--- src/hw/rtl/wsfp_pkg.sv ---
// ----------------------------------------------------------------------------
// wsfp_pkg
// Shared types and constants of the WebSocket frame parser.
// ----------------------------------------------------------------------------
package wsfp_pkg;

    typedef logic [1:0]  t_kind;
    typedef logic [7:0]  t_byte;
    typedef logic [3:0]  t_opcode;
    typedef logic [23:0] t_len;

    // result kinds
    localparam t_kind KIND_PAYLOAD   = 2'd0;
    localparam t_kind KIND_EMPTY     = 2'd1;
    localparam t_kind KIND_TOO_LARGE = 2'd2;

    localparam t_opcode OPC_CLOSE    = 4'h8;

    // 7-bit length escapes in header byte 1
    localparam logic [6:0] LEN_ESC16 = 7'd126;
    localparam logic [6:0] LEN_ESC64 = 7'd127;

    localparam t_len LEN_MAX         = 24'hFF_FFFF;
    localparam t_len MAX_FRAME_RESET = 24'd8192;

    typedef struct packed {
        t_kind   kind;
        t_byte   data;
        t_opcode frame_opcode;
        t_len    frame_length;
        logic    last;
    } t_result;

endpackage

--- src/hw/rtl/wsfp_ifs.sv ---
// ----------------------------------------------------------------------------
// wsfp channel interfaces
// Valid/ready channels for received bytes, results and the limit register.
// ----------------------------------------------------------------------------
interface wsfp_byte_if;
    import wsfp_pkg::*;

    logic  valid;
    logic  ready;
    t_byte rx_byte;

    modport source (output valid, output rx_byte, input ready);
    modport sink   (input valid, input rx_byte, output ready);
endinterface

interface wsfp_res_if;
    import wsfp_pkg::*;

    logic    valid;
    logic    ready;
    t_kind   kind;
    t_byte   data;
    t_opcode frame_opcode;
    t_len    frame_length;
    logic    last;

    modport source (output valid, output kind, output data, output frame_opcode,
                    output frame_length, output last, input ready);
    modport sink   (input valid, input kind, input data, input frame_opcode,
                    input frame_length, input last, output ready);
endinterface

interface wsfp_cfg_if;
    import wsfp_pkg::*;

    logic valid;
    logic ready;
    t_len max_frame_bytes;

    modport source (output valid, output max_frame_bytes, input ready);
    modport sink   (input valid, input max_frame_bytes, output ready);
endinterface

--- src/hw/rtl/wsfp_skid.sv ---
// ----------------------------------------------------------------------------
// wsfp_skid
// Two-entry input register; ready depends only on local state.
// ----------------------------------------------------------------------------
module wsfp_skid (
    input  logic           i_clk,
    input  logic           i_rst_n,
    input  logic           i_valid,
    input  wsfp_pkg::t_byte i_byte,
    output logic           o_ready,
    output logic           o_hd_valid,
    output wsfp_pkg::t_byte o_hd_byte,
    input  logic           i_adv
);
    import wsfp_pkg::*;

    logic  r_hd_valid;
    t_byte r_hd_byte;
    logic  r_sk_valid;
    t_byte r_sk_byte;
    logic  w_push;

    assign o_ready    = !r_sk_valid;
    assign w_push     = i_valid && !r_sk_valid;
    assign o_hd_valid = r_hd_valid;
    assign o_hd_byte  = r_hd_byte;

    always_ff @(posedge i_clk) begin
        if (!i_rst_n) begin
            r_hd_valid <= 1'b0;
            r_sk_valid <= 1'b0;
        end else if (i_adv) begin
            if (r_sk_valid) begin
                r_hd_valid <= 1'b1;
                r_hd_byte  <= r_sk_byte;
                r_sk_valid <= 1'b0;
            end else begin
                r_hd_valid <= w_push;
                r_hd_byte  <= i_byte;
            end
        end else if (w_push) begin
            if (!r_hd_valid) begin
                r_hd_valid <= 1'b1;
                r_hd_byte  <= i_byte;
            end else begin
                r_sk_valid <= 1'b1;
                r_sk_byte  <= i_byte;
            end
        end
    end

endmodule

--- src/hw/rtl/wsfp_deframe.sv ---
// ----------------------------------------------------------------------------
// wsfp_deframe
// Header state machine, size check and payload unmasking for one byte.
// ----------------------------------------------------------------------------
module wsfp_deframe (
    input  logic              i_clk,
    input  logic              i_rst_n,
    input  logic              i_adv,
    input  wsfp_pkg::t_byte   i_byte,
    input  wsfp_pkg::t_len    i_max,
    output logic              o_res_valid,
    output wsfp_pkg::t_result o_res
);
    import wsfp_pkg::*;

    typedef enum logic [2:0] {
        PH_HDR0,
        PH_HDR1,
        PH_EXT,
        PH_MASK,
        PH_PAY
    } t_phase;

    t_phase      r_phase, n_phase;
    logic [3:0]  r_ext_left, n_ext_left;
    t_len        r_len_lo, n_len_lo;
    logic        r_len_ovf, n_len_ovf;   // some bit above 23 of the length is set
    logic        r_masked, n_masked;
    logic [31:0] r_key, n_key;
    t_len        r_idx, n_idx;
    t_opcode     r_opcode, n_opcode;
    logic [3:0]  r_hdr_len, n_hdr_len;
    logic        r_closed, n_closed;

    always_comb begin
        logic        v_ld;
        logic        v_hd;
        logic [24:0] v_sum;
        t_byte       v_key_byte;

        n_phase     = r_phase;
        n_ext_left  = r_ext_left;
        n_len_lo    = r_len_lo;
        n_len_ovf   = r_len_ovf;
        n_masked    = r_masked;
        n_key       = r_key;
        n_idx       = r_idx;
        n_opcode    = r_opcode;
        n_hdr_len   = r_hdr_len;
        n_closed    = r_closed;
        o_res_valid = 1'b0;
        o_res       = '{kind: KIND_PAYLOAD, data: '0, frame_opcode: r_opcode,
                        frame_length: r_len_lo, last: 1'b0};
        v_ld        = 1'b0;
        v_hd        = 1'b0;
        v_sum       = '0;
        v_key_byte  = '0;

        if (i_adv && !r_closed) begin
            unique case (r_phase)
                PH_HDR0: begin
                    n_opcode = i_byte[3:0];
                    n_phase  = PH_HDR1;
                end
                PH_HDR1: begin
                    n_masked  = i_byte[7];
                    n_len_ovf = 1'b0;
                    if (i_byte[6:0] == LEN_ESC16) begin
                        n_len_lo   = '0;
                        n_ext_left = 4'd2;
                        n_hdr_len  = 4'd4;
                        n_phase    = PH_EXT;
                    end else if (i_byte[6:0] == LEN_ESC64) begin
                        n_len_lo   = '0;
                        n_ext_left = 4'd8;
                        n_hdr_len  = 4'd10;
                        n_phase    = PH_EXT;
                    end else begin
                        n_len_lo  = {17'd0, i_byte[6:0]};
                        n_hdr_len = 4'd2;
                        v_ld      = 1'b1;
                    end
                end
                PH_EXT: begin
                    n_len_lo   = {r_len_lo[15:0], i_byte};
                    n_len_ovf  = r_len_ovf || (r_len_lo[23:16] != 8'd0);
                    n_ext_left = r_ext_left - 4'd1;
                    v_ld       = (n_ext_left == 4'd0);
                end
                PH_MASK: begin
                    n_key      = {r_key[23:0], i_byte};
                    n_ext_left = r_ext_left - 4'd1;
                    v_hd       = (n_ext_left == 4'd0);
                end
                PH_PAY: begin
                    case (r_idx[1:0])
                        2'd0:    v_key_byte = r_key[31:24];
                        2'd1:    v_key_byte = r_key[23:16];
                        2'd2:    v_key_byte = r_key[15:8];
                        default: v_key_byte = r_key[7:0];
                    endcase
                    n_idx       = r_idx + t_len'(1);
                    o_res_valid = 1'b1;
                    o_res.data  = i_byte ^ v_key_byte;
                    if (n_idx >= r_len_lo) begin
                        o_res.last = 1'b1;
                        n_phase    = PH_HDR0;
                        if (r_opcode == OPC_CLOSE) begin
                            n_closed = 1'b1;
                        end
                    end
                end
                default: begin
                    n_phase = PH_HDR0;
                end
            endcase

            // length complete: mask key next, or header done
            if (v_ld) begin
                n_key = '0;
                if (n_masked) begin
                    n_hdr_len  = n_hdr_len + 4'd4;
                    n_ext_left = 4'd4;
                    n_phase    = PH_MASK;
                end else begin
                    v_hd = 1'b1;
                end
            end

            if (v_hd) begin
                v_sum = {1'b0, n_len_lo} + {21'd0, n_hdr_len};
                n_idx = '0;
                o_res_valid = 1'b1;
                o_res.last  = 1'b1;
                n_phase     = PH_HDR0;
                if (n_len_ovf || (v_sum > {1'b0, i_max})) begin
                    o_res.kind         = KIND_TOO_LARGE;
                    o_res.frame_length = n_len_ovf ? LEN_MAX : n_len_lo;
                    n_closed           = 1'b1;
                end else if (n_len_lo == '0) begin
                    o_res.kind         = KIND_EMPTY;
                    o_res.frame_length = '0;
                    if (r_opcode == OPC_CLOSE) begin
                        n_closed = 1'b1;
                    end
                end else begin
                    o_res_valid = 1'b0;
                    o_res.last  = 1'b0;
                    n_phase     = PH_PAY;
                end
            end
        end
    end

    always_ff @(posedge i_clk) begin
        if (!i_rst_n) begin
            r_phase    <= PH_HDR0;
            r_ext_left <= '0;
            r_len_lo   <= '0;
            r_len_ovf  <= 1'b0;
            r_masked   <= 1'b0;
            r_key      <= '0;
            r_idx      <= '0;
            r_opcode   <= '0;
            r_hdr_len  <= '0;
            r_closed   <= 1'b0;
        end else begin
            r_phase    <= n_phase;
            r_ext_left <= n_ext_left;
            r_len_lo   <= n_len_lo;
            r_len_ovf  <= n_len_ovf;
            r_masked   <= n_masked;
            r_key      <= n_key;
            r_idx      <= n_idx;
            r_opcode   <= n_opcode;
            r_hdr_len  <= n_hdr_len;
            r_closed   <= n_closed;
        end
    end

endmodule

--- src/hw/rtl/websocket_frame_parser.sv ---
// ----------------------------------------------------------------------------
// websocket_frame_parser
// Byte-serial WebSocket frame deframer with size limit and unmasking.
// ----------------------------------------------------------------------------
// Takes one stream byte per clock and gives at most one result word per byte:
// each unmasked payload byte, one word for a frame with no payload, or one
// error word when header plus payload exceeds max_frame_bytes (reset 8192).
// A byte is held in a two-entry input register, processed by the header
// state machine and written to the result register, from which its result
// is shown; one byte per cycle is sustained as long as results are taken.
// After an error or a finished close frame every byte is taken and dropped
// until reset. Write the limit only while idle.
module websocket_frame_parser (
    input  logic    i_clk,
    input  logic    i_rst_n,
    wsfp_byte_if.sink i_rx,
    wsfp_cfg_if.sink  i_cfg,
    wsfp_res_if.source o_res
);
    import wsfp_pkg::*;

    t_len    r_max;
    logic    w_hd_valid;
    t_byte   w_hd_byte;
    logic    w_adv;
    logic    w_res_valid;
    t_result w_res;
    logic    r_out_valid;
    t_result r_out;

    assign i_cfg.ready = 1'b1;

    always_ff @(posedge i_clk) begin
        if (!i_rst_n) begin
            r_max <= MAX_FRAME_RESET;
        end else if (i_cfg.valid) begin
            r_max <= i_cfg.max_frame_bytes;
        end
    end

    assign w_adv = w_hd_valid && (!r_out_valid || o_res.ready);

    wsfp_skid u_skid (
        .i_clk      (i_clk),
        .i_rst_n    (i_rst_n),
        .i_valid    (i_rx.valid),
        .i_byte     (i_rx.rx_byte),
        .o_ready    (i_rx.ready),
        .o_hd_valid (w_hd_valid),
        .o_hd_byte  (w_hd_byte),
        .i_adv      (w_adv)
    );

    wsfp_deframe u_deframe (
        .i_clk       (i_clk),
        .i_rst_n     (i_rst_n),
        .i_adv       (w_adv),
        .i_byte      (w_hd_byte),
        .i_max       (r_max),
        .o_res_valid (w_res_valid),
        .o_res       (w_res)
    );

    always_ff @(posedge i_clk) begin
        if (!i_rst_n) begin
            r_out_valid <= 1'b0;
        end else if (!r_out_valid || o_res.ready) begin
            r_out_valid <= w_adv && w_res_valid;
            r_out       <= w_res;
        end
    end

    assign o_res.valid        = r_out_valid;
    assign o_res.kind         = r_out.kind;
    assign o_res.data         = r_out.data;
    assign o_res.frame_opcode = r_out.frame_opcode;
    assign o_res.frame_length = r_out.frame_length;
    assign o_res.last         = r_out.last;

    // a full skid entry means the head entry is occupied as well
    a_skid_order: assert property (@(posedge i_clk) disable iff (!i_rst_n)
        !i_rx.ready |-> w_hd_valid)
        else $error("input skid entry full while head entry empty");

    // the error closes the stream, so nothing follows it
    a_quiet_after_error: assert property (@(posedge i_clk) disable iff (!i_rst_n)
        (o_res.valid && o_res.ready && o_res.kind == KIND_TOO_LARGE) |=> !o_res.valid)
        else $error("result word after frame size error");

    a_error_last: assert property (@(posedge i_clk) disable iff (!i_rst_n)
        (o_res.valid && (o_res.kind == KIND_TOO_LARGE || o_res.kind == KIND_EMPTY))
        |-> (o_res.last && o_res.data == 8'd0))
        else $error("empty or error word not marked last with zero data");

    a_kind_legal: assert property (@(posedge i_clk) disable iff (!i_rst_n)
        o_res.valid |-> (o_res.kind == KIND_PAYLOAD || o_res.kind == KIND_EMPTY
                         || o_res.kind == KIND_TOO_LARGE))
        else $error("result word with unknown kind");

endmodule

--- src/flat_wrapper.sv ---
// flat-port wrapper written by rule: the top's interface ports become plain ports
module websocket_frame_parser_flat import wsfp_pkg::*;
  (i_clk, i_rst_n, i_rx_valid, i_rx_rx_byte, i_rx_ready, i_cfg_valid, i_cfg_max_frame_bytes, i_cfg_ready, o_res_valid, o_res_kind, o_res_data, o_res_frame_opcode, o_res_frame_length, o_res_last, o_res_ready);
  wsfp_byte_if i_rx_i ();
  wsfp_cfg_if i_cfg_i ();
  wsfp_res_if o_res_i ();
  input  logic i_clk;
  input  logic i_rst_n;
  input wire logic [$bits(i_rx_i.valid)-1:0] i_rx_valid;
  input wire logic [$bits(i_rx_i.rx_byte)-1:0] i_rx_rx_byte;
  output wire logic [$bits(i_rx_i.ready)-1:0] i_rx_ready;
  input wire logic [$bits(i_cfg_i.valid)-1:0] i_cfg_valid;
  input wire logic [$bits(i_cfg_i.max_frame_bytes)-1:0] i_cfg_max_frame_bytes;
  output wire logic [$bits(i_cfg_i.ready)-1:0] i_cfg_ready;
  output wire logic [$bits(o_res_i.valid)-1:0] o_res_valid;
  output wire logic [$bits(o_res_i.kind)-1:0] o_res_kind;
  output wire logic [$bits(o_res_i.data)-1:0] o_res_data;
  output wire logic [$bits(o_res_i.frame_opcode)-1:0] o_res_frame_opcode;
  output wire logic [$bits(o_res_i.frame_length)-1:0] o_res_frame_length;
  output wire logic [$bits(o_res_i.last)-1:0] o_res_last;
  input wire logic [$bits(o_res_i.ready)-1:0] o_res_ready;
  assign i_rx_i.valid = i_rx_valid;
  assign i_rx_i.rx_byte = i_rx_rx_byte;
  assign i_rx_ready = i_rx_i.ready;
  assign i_cfg_i.valid = i_cfg_valid;
  assign i_cfg_i.max_frame_bytes = i_cfg_max_frame_bytes;
  assign i_cfg_ready = i_cfg_i.ready;
  assign o_res_valid = o_res_i.valid;
  assign o_res_kind = o_res_i.kind;
  assign o_res_data = o_res_i.data;
  assign o_res_frame_opcode = o_res_i.frame_opcode;
  assign o_res_frame_length = o_res_i.frame_length;
  assign o_res_last = o_res_i.last;
  assign o_res_i.ready = o_res_ready;
  websocket_frame_parser u_core (.i_clk(i_clk), .i_rst_n(i_rst_n), .i_rx(i_rx_i), .i_cfg(i_cfg_i), .o_res(o_res_i));
endmodule
--- config.mk ---
export PLATFORM = sky130hd
export DESIGN_NAME = websocket_frame_parser_flat
export DESIGN_NICKNAME = d
export VERILOG_FILES = /design/src/hw/rtl/wsfp_pkg.sv /design/src/hw/rtl/wsfp_ifs.sv /design/src/hw/rtl/wsfp_skid.sv /design/src/hw/rtl/wsfp_deframe.sv /design/src/hw/rtl/websocket_frame_parser.sv /design/src/flat_wrapper.sv
export SDC_FILE = /design/constraint.sdc
export NUM_CORES = 1
export LEC_CHECK = 0
export ABC_AREA = 1
export BUFFER_PORTS_ARGS = -buffer_cell sky130_fd_sc_hd__buf_2
export CELL_PAD_IN_SITES_DETAIL_PLACEMENT = 1
export CELL_PAD_IN_SITES_GLOBAL_PLACEMENT = 1
export CORE_MARGIN = 8
export CORE_UTILIZATION = 42
export DETAILED_ROUTE_END_ITERATION = 7
export GPL_TIMING_DRIVEN = 0
export PLACE_DENSITY_LB_ADDON = 0.1
export RECOVER_POWER = 25
export SYNTH_ARGS = -nofsm -noshare
export SYNTH_HDL_FRONTEND = slang
export SYNTH_HIERARCHICAL = 1
export SYNTH_SLANG_ARGS = --single-unit
--- constraint.sdc ---
create_clock -name i_clk -period 6.7 [get_ports i_clk]
set_input_delay 0.335 -clock i_clk [delete_from_list [all_inputs] [get_ports i_clk]]
set_output_delay 0.335 -clock i_clk [all_outputs]
set_load 0.01 [all_outputs]
==> results of run 1 <==
[synth_stat cells (4+ instances only)]
| library cell | instances |
|---|---|
| nand2_2 | 4 |
| clkbuf_1 | 29 |
| nand2_1 | 232 |
| nand2_4 | 5 |
| inv_1 | 175 |
| a21oi_1 | 132 |
| a211oi_1 | 6 |
| nor2_2 | 5 |
| inv_2 | 10 |
| nor2_1 | 146 |
| buf_2 | 6 |
| edfxtp_1 | 55 |
| buf_6 | 10 |
| xnor2_1 | 13 |
| ha_1 | 58 |
| xor2_1 | 33 |
| o21ai_2 | 28 |
| o21ai_1 | 9 |
| nor3_1 | 11 |
| nand4_1 | 16 |
| nand3_1 | 87 |
| o22ai_1 | 8 |
| nand3_2 | 6 |
| o21ai_0 | 89 |
| dfxtp_1 | 125 |
| nor4_1 | 5 |
| o21ai_4 | 7 |
[registers in the layout, summed over array words and instances (netlist names)]
name                         cells
u_core/u_deframe/r_key          32
u_core/o_res.frame_length       24
u_core/r_max                    24
u_core/u_deframe/r_idx          24
u_core/u_deframe/r_len_lo       24
u_core/o_res.data                8
u_core/u_skid/o_hd_byte          8
u_core/u_skid/r_sk_byte          8
u_core/o_res.frame_opcode        4
u_core/u_deframe/r_ext_left      4
u_core/u_deframe/r_hdr_len       4
u_core/u_deframe/r_opcode        4
u_core/u_deframe/r_phase         3
u_core/o_res.kind                2
u_core/o_res.last                1
u_core/o_res.valid               1
u_core/u_deframe/r_closed        1
u_core/u_deframe/r_len_ovf       1
u_core/u_deframe/r_masked        1
u_core/u_skid/o_hd_valid         1
u_core/u_skid/r_sk_valid         1
[power by group]
part | switching, mW | leakage, nW | internal (mW) | total [mW]
logic | 0.381 | 3.23 | 0.181 | 0.562
registers | 0.0389 | 1.57 | 1.19 | 1.23
clock network | 0.494 | 0.293 | 0.517 | 1.01
total | 0.913 | 5.09 | 1.88 | 2.80
[path summary, 6_finish.rpt]
path,cells past startpoint,to,from
max,37,u_core/o_res.frame_length[2],u_core/u_skid/o_hd_byte[5]
min,1,u_core/u_skid/r_sk_byte[4],i_rx_rx_byte[4]
min reg2reg,2,u_core/u_deframe/r_hdr_len[0],u_core/u_deframe/r_hdr_len[0]
max reg2reg,37,u_core/o_res.frame_length[2],u_core/u_skid/o_hd_byte[5]
[logic make-up after synthesis]
family | synth area share [%]
AOI/OAI and AO/OA | 17.1
DFF | 39.7
and+or+nand+nor | 22.1
buffers and inverters | 10.0
adders and majority gates | 7.13
xor gates and xnor gates | 3.85
other | 0.0359
[stage by stage]
stage | hold WS (ps) | cell area [µm²] | power [mW] | util [%]
finish | 82.3 | 11800 | 2.80 | 48.5
global route | 68.7 | 11800 | 2.94 | 48.5
CTS | 63.6 | 11900 | 2.84 | 48.7
detailed placement | 427 | 11300 | 1.81 | 46.3
global placement | 423 | 11300 | 1.79 | 46.1
floorplan | 415 | 10500 | 1.63 | -
[metal layers]
layer / vias to the layer above / share of wire (%) / wire length [µm] / track usage [%]
li1: 4680 / - / - / -
met1: 4605 / 47 / 15100 / 27.3
met2: 163 / 48 / 15300 / 35.6
met3: 34 / 3.1 / 991 / 2.83
met4: 0 / 1.5 / 484 / 6.02
met5: - / 0 / 0 / 0
[final cells by class]
class	instances	area, µm²
fill	3081	12500
multi-input combinational	931	5290
sequential	180	4150
inverter	189	719
clock buffer	18	450
tap	324	405
timing repair buffer	78	367
buffer	55	328
clock inverter	14	130
[worst max-delay path, delay by kind of cell, from the launching register on]
kind	cells	cell delay, ps
fa+ha+maj	2	640
simple gates	23	3110
buf+inv	6	780
flops	1	520
compound gates	5	700
xor+xnor	1	180
==> results.py, run 1 <==
metrics = {
    "clock_tree": {
        "tritoncts.num_buffers": 17,
        "htreeDepth": 4,
        "post_cts_resized": 0,
        "post_cts.repair.setup_buffers": 0,
        "clkSlewWorstSetupHoldPaths_ps": 80,
        "cts.path.max_buffers": 2,
        "cts_hold_repair.buffers": 0,
        "worstSkewPairLatency_ps": 440,
        "cts_tree": "yes",
        "clock_tree_root": "clkbuf_16",
        "cts_num_sinks": 180,
    },
    "global_routing": {
        "grt_first_pass_wirelength_mm": 51.4,
        "grt_antenna_before_repair": 0,
        "grt_util_all_layers_pct": 21.0,
        "first_global_vias": 9566,
        "remaining_global_route_overflow": 0,
        "grt_start_max_net_pins": 26,
    },
    "cells_and_area": {
        "area.growth.synth_to_final_pct": 13.2,
        "final_layout_size_suffix_gt1_share_pct": 12.2,
        "post_layout_nonfiller_instances": 1789,
        "layout.cells.most_common": "nand2_1",
        "antenna_cells_inserted": 0,
        "layout.cells.most_common_list": "nand2_1 (232), inv_1 (175), nor2_1 (145)",
        "nets": 1548,
    },
    "run_status": {
        "status": "completed",
    },
    "critical_path": {
        "reg2reg_slack_ps": 470,
        "critical_path.most_common_cell": "nand2_1",
        "cp.required_ps": 6880,
        "crit_path_start_kind": "register",
        "endpoint_type_of_the_worst_setup_path": "register",
        "crit_path_top_delay_cell": "edfxtp_1",
        "cp.arrival_ps": 6410,
        "worst-path-max-fanout": 10,
        "criticalPathCategory": "reg2reg",
        "critical_path.max_stage_delay_ps": 520,
    },
    "flow_run": {
        "max_cap_violations": 0,
    },
    "placement": {
        "globalplace.congestion": 0.874,
        "dpl.cell_count": 1757,
        "port-buffer-count": 77,
        "dp_worst_setup_slack_ps": 244,
        "dpl.hpwl_mm": 24.3,
    },
    "synthesis": {
        "synth.net_count": 1451,
        "yosysTopAreaCell": "dfxtp_1",
        "netlist_area_um2": 10500,
        "average_size_of_a_mapped_cell_um2": 7.72,
        "synth_warnings": 6,
        "synth-seq-area-share_pct": 39.7,
        "synth_top_flop_cell": "dfxtp_1",
        "synth_top_area_share_pct": 23.9,
        "post_synth_inst_count": 1355,
        "ys_top_cells_by_area": "dfxtp_1 (24%), edfxtp_1 (16%), nand2_1 (8.3%)",
        "synth-seq-cells": 180,
        "synth_edf_count": 55,
        "yosys.cell_types.count": 54,
        "async_reset_ff_share_pct": 0,
    },
    "route": {
        "drtAntennaViolNets": 0,
        "initialDrtViolationCount": 527,
        "drcViolationCount": 0,
        "detailedRoute.firstPassIterationCount": 5,
        "via_per_inst": 5.30,
        "vias": 9482,
        "wirelength_mm": 31.9,
        "route.detailed.wl_per_inst_um": 17.8,
    },
    "timing": {
        "hold_violations": 0,
        "slack_of_the_critical_path_ps": 471,
        "slew_headroom_pct": 47.8,
        "setup_violations": 0,
        "fin_tns_setup_ps": 0,
        "period_share_pct": 93.0,
        "grt_setup_unrepaired": "false",
        "timing.final.max_slew_violations": 0,
        "timing.final.crit_period_ps": 6230,
        "tightestPinTransition_ps": 783,
        "final.setup_skew_ps": 11.8,
        "achievable-frequency_mhz": 161,
    },
    "die": {
        "core_area_um2": 24400,
        "chip_height_um": 174,
        "die_width_um": 174,
        "io_pins": 79,
        "core.rowCount": 57,
        "initial_core_util_pct": 42.9,
        "die_area_um2": 30200,
    },
    "hold_path": {
        "timing.hold.worst.class": "in2reg",
    },
    "pwr": {
        "cellPowerDensity_nw_per_um2": 236,
        "max-vdd-ir-drop_mv": 0.150,
        "cellLeakagePower_nw": 5.09,
    },
}
Power figures use the tool's default switching activity.
==> inputs of run 2 (changes only) <==
--- a/config.mk
+++ b/config.mk
@@ -14,7 +14,6 @@
 export DETAILED_ROUTE_END_ITERATION = 7
 export GPL_TIMING_DRIVEN = 0
 export PLACE_DENSITY_LB_ADDON = 0.1
-export RECOVER_POWER = 25
 export SYNTH_ARGS = -nofsm -noshare
 export SYNTH_HDL_FRONTEND = slang
 export SYNTH_HIERARCHICAL = 1
==> run 2 against run 1 <==
Net effect: die area is the same; clock skew barely moved; via count is essentially flat; first-iteration DRC count is 1.7% lower; worst setup slack improved by 27 ps; critical path depth did not move; non-clock buffer count is the same; maximum frequency increased by 0.44%; wire length about the same; global-route usage is the same.
==> results.py, run 2 (same netlist as run 1, synthesis figures left out) <==
metrics = {
    "clock_tree": {
        "worstSkewPairLatency_ps": 440,
        "tritoncts.num_buffers": 17,
        "cts_hold_repair.buffers": 0,
        "cts_tree": "yes",
        "post_cts_resized": 0,
        "htreeDepth": 4,
        "clock_tree_root": "clkbuf_16",
        "cts.path.max_buffers": 2,
        "post_cts.repair.setup_buffers": 0,
        "clkSlewWorstSetupHoldPaths_ps": 70,
        "cts_num_sinks": 180,
    },
    "placement": {
        "port-buffer-count": 77,
        "place_area_um2": 11300,
        "dp_worst_setup_slack_ps": 244,
        "globalplace.congestion": 0.874,
        "dpl.hpwl_mm": 24.3,
    },
    "cells_and_area": {
        "largest_reg_flops": 32,
        "antenna_cells_inserted": 0,
        "nets": 1548,
        "final_layout_size_suffix_gt1_share_pct": 14.8,
        "layout.cells.most_common": "nand2_1",
        "stdcell_area_um2": 11900,
        "registers.top_by_ff_count": "u_core/u_deframe/r_key",
        "area.growth.synth_to_final_pct": 13.7,
        "layout.cells.most_common_list": "nand2_1 (232), inv_1 (175), nor2_1 (145)",
    },
    "global_routing": {
        "grt_antenna_before_repair": 0,
        "grt_first_pass_wirelength_mm": 51.4,
        "grt_util_all_layers_pct": 21.0,
        "remaining_global_route_overflow": 0,
        "grt_start_max_net_pins": 26,
        "first_global_vias": 9566,
    },
    "run_status": {
        "status": "completed",
    },
    "route": {
        "via_per_inst": 5.30,
        "wirelength_mm": 31.9,
        "drtAntennaViolNets": 0,
        "route.detailed.wl_per_inst_um": 17.8,
        "detailedRoute.firstPassIterationCount": 5,
        "drcViolationCount": 0,
        "vias": 9473,
        "initialDrtViolationCount": 518,
    },
    "timing": {
        "setup_violations": 0,
        "hold_violations": 0,
        "slack_of_the_critical_path_ps": 498,
        "grt_setup_unrepaired": "false",
        "tightestPinTransition_ps": 709,
        "achievable-frequency_mhz": 161,
        "final.setup_skew_ps": 11.6,
        "timing.final.crit_period_ps": 6200,
        "timing.final.max_slew_violations": 0,
        "slew_headroom_pct": 52.6,
        "period_share_pct": 92.6,
        "fin_tns_setup_ps": 0,
    },
    "pwr": {
        "max-vdd-ir-drop_mv": 0.149,
        "cellLeakagePower_nw": 5.21,
        "finalPower_mw": 2.80,
        "cellPowerDensity_nw_per_um2": 236,
    },
    "critical_path": {
        "cp.buffers_inverters": 6,
        "crit_path_top_delay_cell": "edfxtp_1",
        "endpoint_type_of_the_worst_setup_path": "register",
        "crit_family": "simple AND/OR/NAND/NOR gates",
        "cp.arrival_ps": 6380,
        "crit_path_start_kind": "register",
        "worst-path-max-fanout": 10,
        "cp.required_ps": 6880,
        "critical_path.max_stage_delay_ps": 520,
        "criticalPathCategory": "reg2reg",
        "critical_path.most_common_cell": "nand2_1",
    },
    "flow_run": {
        "max_cap_violations": 0,
    },
    "die": {
        "die_width_um": 174,
        "io_pins": 79,
        "core_area_um2": 24400,
        "initial_core_util_pct": 42.9,
        "chip_height_um": 174,
        "die_area_um2": 30200,
        "core.rowCount": 57,
    },
    "hold_path": {
        "timing.hold.worst.class": "in2reg",
    },
}
run 2: cell type report:
type,instances,area (µm²)
Clock buffer,18,450
Sequential cell,180,4150
Clock inverter,14,130
Timing Repair Buffer,78,413
Buffer,55,330
Fill cell,3070,12500
Tap cell,324,405
Multi-Input combinational cell,931,5290
Inverter,189,719
run 2: where the power goes:
group          total, mW  switching, mW  internal, mW
sequential          1.23         0.0385          1.19
combinational      0.567          0.381         0.186
clock               1.01          0.493         0.517
total               2.80          0.912          1.89
run 2: worst paths after layout:
check | startpoint | end | slack [ps] | cells after the start
max reg2reg | u_core/u_skid/o_hd_byte[5] | u_core/o_res.frame_length[2] | 500 | 37
min | i_rx_rx_byte[4] | u_core/u_skid/r_sk_byte[4] | 80 | 1
max | u_core/u_skid/o_hd_byte[5] | u_core/o_res.frame_length[2] | 500 | 37
min reg2reg | u_core/u_deframe/r_hdr_len[0] | u_core/u_deframe/r_hdr_len[0] | 440 | 2
run 2: routing by layer:
metal	global-route usage, %	vias to the layer above	wire length, µm
met1	27.3	4611	15000
li1	-	4680	-
met3	2.83	30	1080
met5	0	-	0
met4	6.02	0	466
met2	35.6	152	15400
run 2: worst register-to-register path, delay by kind of cell (launching register included):
| family | cells | cell delay (ps) |
|---|---|---|
| buffers and inverters | 6 | 790 |
| AND/OR/NAND/NOR | 23 | 3100 |
| AO/OA/AOI/OAI | 5 | 710 |
| flip-flops | 1 | 520 |
| XOR/XNOR | 1 | 180 |
| adder cells (fa/ha/maj) | 2 | 640 |
run 2: stage by stage:
stage	hold WS, ps	util [%]	std cells
5_1_grt	68.7	48.7	1789
4_1_cts	63.6	48.7	1789
3_3_place_gp	423	46.1	1756
2_1_floorplan	415	-	1355
3_5_place_dp	427	46.3	1757
6_report	83.2	48.7	1789
